$ cat config.mk
export PLATFORM = sky130hd
export DESIGN_NAME = cbop_cell
export DESIGN_NICKNAME = d
export VERILOG_FILES = /design/src/rtl/cbop_pkg.sv /design/src/rtl/cbop_cell.sv
export SDC_FILE = /design/constraint.sdc
export NUM_CORES = 2
export LEC_CHECK = 0
export ABC_AREA = 1
export BUFFER_PORTS_ARGS = -buffer_cell sky130_fd_sc_hd__buf_2
export CAP_MARGIN = 10
export CORE_MARGIN = 8
export CORE_UTILIZATION = 59
export CTS_CLUSTER_DIAMETER = 100
export CTS_CLUSTER_SIZE = 25
export DETAILED_ROUTE_END_ITERATION = 10
export GPL_TIMING_DRIVEN = 0
export PLACE_DENSITY = 0.77
export SYNTH_ARGS = -nofsm -noshare
export SYNTH_HDL_FRONTEND = slang
export SYNTH_SLANG_ARGS = --single-unit
$ cat constraint.sdc
create_clock -name i_clk -period 9.24 [get_ports i_clk]
set_input_delay 0.462 -clock i_clk [delete_from_list [all_inputs] [get_ports i_clk]]
set_output_delay 0.462 -clock i_clk [all_outputs]
set_load 0.05 [all_outputs]
$ cat src/rtl/cbop_pkg.sv
// Shared types and constants for the box corners outside polygon test.
package cbop_pkg;

    localparam int MAX_VERTICES_DEF = 64;
    localparam int CORNER_COUNT     = 4;
    localparam int COORD_W          = 16;
    localparam int POINT_W          = 18;
    localparam int CFG_W            = 7;
    localparam int IDX_W            = 6;
    localparam int SIZE_W           = 15;
    localparam int DRAIN_CYCLES     = 10;
    localparam int DRAIN_W          = 4;

    localparam logic OP_WRITE = 1'b0;
    localparam logic OP_QUERY = 1'b1;

    typedef struct packed {
        logic                      valid;
        logic signed [COORD_W-1:0] xj;
        logic signed [COORD_W-1:0] yj;
        logic signed [COORD_W-1:0] xk;
        logic signed [COORD_W-1:0] yk;
    } t_edge;

    typedef enum logic [1:0] {
        S_IDLE,
        S_RUN,
        S_DRAIN,
        S_DONE
    } t_state;

endpackage

$ cat src/rtl/cbop_cell.sv
// One corner cell: holds a corner and its crossing parity, passes edges on.
module cbop_cell (
    input  logic                                  i_clk,
    input  logic                                  i_rst_n,
    input  logic                                  i_load,
    input  logic signed [cbop_pkg::POINT_W-1:0]   i_px,
    input  logic signed [cbop_pkg::POINT_W-1:0]   i_py,
    input  cbop_pkg::t_edge                       i_edge,
    output cbop_pkg::t_edge                       o_edge,
    output logic                                  o_inside
);

    localparam int DW = cbop_pkg::POINT_W + 1;
    localparam int EW = cbop_pkg::COORD_W + 1;
    localparam int PW = DW + EW;

    logic signed [cbop_pkg::POINT_W-1:0] r_px, r_py;
    cbop_pkg::t_edge                     r_edge;

    logic                 r_s1_cross;
    logic signed [DW-1:0] r_a, r_c;
    logic signed [EW-1:0] r_dy, r_b;

    logic                 r_s2_cross, r_s2_pos;
    logic signed [PW-1:0] r_lhs, r_rhs;

    logic r_inside;
    logic n_cross;
    logic n_left;

    always_comb begin
        n_cross = i_edge.valid &&
                  (($signed(DW'(i_edge.yj)) > $signed(DW'(r_py))) !=
                   ($signed(DW'(i_edge.yk)) > $signed(DW'(r_py))));
        n_left  = r_s2_pos ? (r_lhs < r_rhs) : (r_lhs > r_rhs);
    end

    always_ff @(posedge i_clk) begin
        if (i_load) begin
            r_px <= i_px;
            r_py <= i_py;
        end
        r_edge.xj <= i_edge.xj;
        r_edge.yj <= i_edge.yj;
        r_edge.xk <= i_edge.xk;
        r_edge.yk <= i_edge.yk;
        r_a   <= DW'(r_px) - DW'(i_edge.xj);
        r_c   <= DW'(r_py) - DW'(i_edge.yj);
        r_dy  <= EW'(i_edge.yk) - EW'(i_edge.yj);
        r_b   <= EW'(i_edge.xk) - EW'(i_edge.xj);
        r_lhs <= PW'(r_a) * PW'(r_dy);
        r_rhs <= PW'(r_b) * PW'(r_c);
        r_s2_pos <= (r_dy > 0);
        if (!i_rst_n) begin
            r_edge.valid <= 1'b0;
            r_s1_cross   <= 1'b0;
            r_s2_cross   <= 1'b0;
            r_inside     <= 1'b0;
        end else begin
            r_edge.valid <= i_edge.valid;
            r_s1_cross   <= n_cross;
            r_s2_cross   <= r_s1_cross;
            if (i_load) begin
                r_inside <= 1'b0;
            end else if (r_s2_cross && n_left) begin
                r_inside <= ~r_inside;
            end
        end
    end

    assign o_edge   = r_edge;
    assign o_inside = r_inside;

endmodule
# ---- Yosys cells after proc, flatten, opt, wreduce, memory -nomap -nowiden
# Index checks and enable logic that the tools add are counted.
dict set report totals {
  mem_bits_rw 0
  memories 0
  latchBits 0
  ff_bits 249
  romBits 0
}
dict set report op_classes {
  eq_ne 1
  magnitude_cmp 5
  add_sub_neg 4
  bitwise_logic 2
  mul 2
  n_shift 0
  reduce_logical 3
  div_mod_pow 0
  mux 1
}
# operator count
set ops {}
lappend ops {{$sub 18x16->19} 2}
lappend ops {{$gt 16x18->1} 2}
lappend ops {{$gt 36x36->1} 1}
lappend ops {{$lt 36x36->1} 1}
lappend ops {{$mul 17x19->36} 1}
lappend ops {{$mul 19x17->36} 1}
lappend ops {{$sub 16x16->17} 2}
lappend ops {{$gt 17x1->1 const B} 1}
lappend ops {{$logic_and 1x1->1} 2}
lappend ops {{$not 1->1} 2}
lappend ops {{$reduce_or 2->1} 1}
lappend ops {{$mux 1} 1}
lappend ops {{$ne 1x1->1} 1}

# ---- Longest topological paths before layout
dict set report depth {
  word_depth 3
  depth_mapped 29
  mapped_depth_nobuf 27
}

# ---- Worst setup path after synthesis
# OpenSTA, ideal clock, no wires.
dict set report synth_timing {
  path_type {register -> register}
  from {register r_c[18]}
  to {register r_rhs[33]}
  arrival_time_ns 5.609
  synth_period_minus_slack_ns 5.721
  path_slack_ns 3.519
  setup_ns 0.112
  path_stages_with_launch 22
  t_required_ns 9.128
  path_buffers 2
  cell_sequence {dfxtp_1 clkbuf_1 clkbuf_1 nand2_1 inv_1 fa_1 fa_1 fa_1 fa_1 fa_1 inv_1 fa_1 inv_1 ha_1 a21oi_1 o21ai_0 a21oi_1 nand3_2 a21o_1 a21o_1 nand2_1 nand2_1}
}
dict set report synth_via {
  elab_chain_len 1
}
# element line_no
set synth_lines {}
lappend synth_lines {{from (decl)} cbop_cell.sv:21} ;# logic signed [DW-1:0] r_a, r_c;
lappend synth_lines {{from (signal assigned)} cbop_cell.sv:48} ;# r_c <= DW'(r_py) - DW'(i_edge.yj);
lappend synth_lines {{$mul 17x19->36} cbop_cell.sv:52} ;# r_rhs <= PW'(r_b) * PW'(r_c);
lappend synth_lines {{to (signal assigned)} cbop_cell.sv:52}
lappend synth_lines {{to (decl)} cbop_cell.sv:25} ;# logic signed [PW-1:0] r_lhs, r_rhs;
# Every way passes these cells.
# A chain may end at the register's enable or synchronous reset.

# ---- Final worst setup path
dict set report layout_timing {
  from {register r_dy[6]}
  to {register r_lhs[31]}
}
dict set report layout_via {
  elab_chain_len 1
}
# element line_no
set layout_lines {}
lappend layout_lines {{from (decl)} cbop_cell.sv:22} ;# logic signed [EW-1:0] r_dy, r_b;
lappend layout_lines {{from (signal assigned)} cbop_cell.sv:49} ;# r_dy <= EW'(i_edge.yk) - EW'(i_edge.yj);
lappend layout_lines {{$mul 19x17->36} cbop_cell.sv:51} ;# r_lhs <= PW'(r_a) * PW'(r_dy);
lappend layout_lines {{to (signal assigned)} cbop_cell.sv:51}
lappend layout_lines {{to (decl)} cbop_cell.sv:25}
# Every way passes these cells.

==> summary.txt <==
Setup path
  – Reg2Reg Setup Slack: approximately 2 ns
  – Crit start category: register
  – Crit path arrival time: 7.60 ns
  – Crit end category: register
  – Crit path required time: 9.64 ns
  – Crit Path Class: register to register
  – Crit path max fanout: 10

Timing
  – Slew margin rel.: 0.299
  – Final setup margin: 2.05 ns
  – Final slew viol count: 0
  – Fmax: 0.139 GHz
  – Worst Skew: 0.0528 ns
  – Period utilization: 0.778
  – Setup TNS: 0 ns
  – Final setup fails: 0
  – RSZ-0062 raised after global routing: false
  – Min cycle time layout: a little over 7 ns
  – Final hold violation count: 0
  – Worst-Margin Slew: 1.05 ns

Global route
  – First-pass GRT wire length: 148,000 µm
  – Met2 Use GR: 0.468
  – Number of global-route vias before repair: 28,500
  – GR Util All Layers: 0.282
  – Met3 usage: 0.0666
  – Met1 usage: 0.347
  – Initial antenna violation count: 5
  – Largest net degree at the start of global routing: 38
  – GRT busiest layer: met2
  – GRT Residual Overflow: 0

Detailed routing
  – Vias per cell: 5.25
  – Drt initial violations: roughly 1,900
  – Final wirelength: between 90,000 and 100,000 µm
  – WL/cell: 18.0 µm
  – DRC viols: 0
  – Via count: 26,800
  – Antenna Nets Post-Route: 0
  – First-pass DRT Iterations: 5

Floorplan
  – Die outline area: 66,900 µm²
  – Core ar.: 58,700 µm²
  – Initial cell density of the core: 0.592
  – Die span in x: 259 µm
  – Chip Height: approximately 260 µm
  – I/O pin count: 170
  – Num rows: 89

Clocking
  – H-tree Lvls: 1
  – CTS max path bufs: 3
  – CTS tree: yes
  – Clock-pin slew on the worst setup and hold paths: 0.10 ns
  – Setup bufs post-CTS: 0
  – Clock sinks: 249
  – Root buf cell: clkbuf_16
  – Inserted Clock Buffers: 16
  – Worst-Skew Late Latency: 0.56 ns

Synthesis
  – Netlist cell types: 50
  – Synth top area cells: fa_1 (38%), inv_1 (13%), dfxtp_1 (12%)
  – Register area share after synthesis: 0.154
  – Yosys top cell area share: 0.378
  – Synth Net Count: slightly above 5,000
  – Yosys top cell by area: fa_1
  – Mapped cell area: 34,800 µm²
  – Mapped Avg Cell Area: 8.44 µm²
  – Post-Syn Instances: 4,118
  – #FFs+latches synth: between 200 and 250
  – Yosys warnings: 0

Final layout
  – Nets@finish: approximately 5,400
  – Synthesis-to-finish area growth: 6.94%
  – Most frequent cells in the layout: inv_1 (1,205), nand2_1 (915), fa_1 (656)
  – Share of cells above drive strength 1: 0.0551
  – Commonest non-fill, non-tap cell in the layout: inv_1
  – Fillcell total: 4,992

Outcome
  – Run status: complete, no violations

Min path
  – Worst hold path type: input pin to register

Place
  – Worst slack, placed: 2.33 ns
  – Port Buffer Count: 169
  – Placer Congestion: 0.987
  – Detail Placement HPWL: between 70,000 and 80,000 µm

Flow run
  – Number of max-cap violations: 0
## synth_stat cells, drive strengths merged
cell type / instances
a21boi: 7
o21bai: 12
o2111ai: 2
buf: 14
ha: 301
xor2: 85
o31ai: 3
or2: 9
dfxtp: 213
a211oi: 1
and2: 2
a2111oi: 1
nor3b: 3
a221oi: 3
o211ai: 3
clkbuf: 130
nand3b: 4
a21oi: 145
nor4: 12
nand2: 920
nand3: 49
nor3: 17
a41oi: 1
o21a: 5
nand4: 23
o21ai: 74
a21o: 18
fa: 656
nor2: 106
a31oi: 6
inv: 1206
edfxtp: 36
o221ai: 1
a22o: 1
and3: 1
xnor2: 48
## layout make-up
cell class,count,area [µm²],area share
clock buffers,21,450,0.0121
multi-input cells,2519,24300,0.655
flip-flops and latches,249,5350,0.144
repair buffers,170,856,0.0230
clock inverters,7,128,0.00343
plain buffers,144,541,0.0145
diodes,4,10.0,0.000269
well taps,773,967,0.0260
inverters,1206,4530,0.122
## repair_timing
| action | in CTS | in global routing |
|---|---|---|
| resized for setup | 0 | 0 |
| hold endpoints to repair | 1 | 0 |
| hold buffers | 1 | 0 |
## metal layers
layer  wire length [µm]  part of all wire
met5                 15           0.00016
met4               5170             0.056
met3               9260              0.10
met2              42500              0.46
met1              34800              0.38
## state kept, by name (all words and copies together), names as in the netlist
| signal | flops |
|---|---|
| r_py | 18 |
| r_s2_cross | 1 |
| r_c | 19 |
| r_a | 19 |
| r_rhs | 36 |
| o_inside | 1 |
| r_s2_pos | 1 |
| r_s1_cross | 1 |
| r_b | 17 |
| o_edge | 65 |
| r_lhs | 36 |
| r_dy | 17 |
| r_px | 18 |
## per-stage QoR
stage | cell area (µm²) | hold slack, ns | std cells | utilization
after floorplan | 34800 | 0.390 | 4118 | -
after global placement | 36600 | 0.394 | 5060 | 0.623
after detailed placement | 36600 | 0.417 | 5060 | 0.623
after CTS | 37200 | 0.00108 | 5089 | 0.633
after global routing | 37200 | 0.00676 | 5089 | 0.633
final | 37200 | 0.0112 | 5093 | 0.633
## logic make-up (layout without fill, tap and decap cells)
| kind of cell | count (synthesis) | after routing | synth area share |
|---|---|---|---|
| buffers and inverters | 1350 | 1548 | 0.146 |
| and+or+nand+nor | 1146 | 1146 | 0.133 |
| adders and majority gates | 957 | 957 | 0.486 |
| AOI/OAI and AO/OA | 283 | 283 | 0.0480 |
| DFF | 249 | 249 | 0.154 |
| xor gates and xnor gates | 133 | 133 | 0.0335 |
| other | 0 | 4 | 0 |
## final timing paths
kind	startpoint	to	cells after the start
setup / recovery	r_dy[6]$_DFF_P_	r_lhs[31]$_DFF_P_	21
hold reg to reg	r_s1_cross$_SDFF_PN0_	r_s2_cross$_SDFF_PN0_	2
setup reg to reg	r_dy[6]$_DFF_P_	r_lhs[31]$_DFF_P_	21
hold / removal	i_edge[37]	o_edge[37]$_DFF_P_	1
## worst max-delay path: stages, from the launching register on
cell and delay, ns:
dfxtp_1 0.35, clkbuf_1 0.63, clkbuf_1 0.66, nand2_1 0.23, fa_1 0.56, inv_1 0.07
fa_1 0.80, fa_1 0.53, fa_1 0.50, fa_1 0.50, inv_1 0.05, fa_1 0.47
inv_1 0.04, ha_1 0.38, nand2_1 0.13, nor2_1 0.15, inv_1 0.05, o21bai_1 0.36
a21oi_1 0.07, nand2_1 0.21, a21oi_1 0.12, xnor2_1 0.14
Power is left out: the tool's default activity adds up to more than one toggle a clock period on the data nets, which glitch-free logic cannot reach.
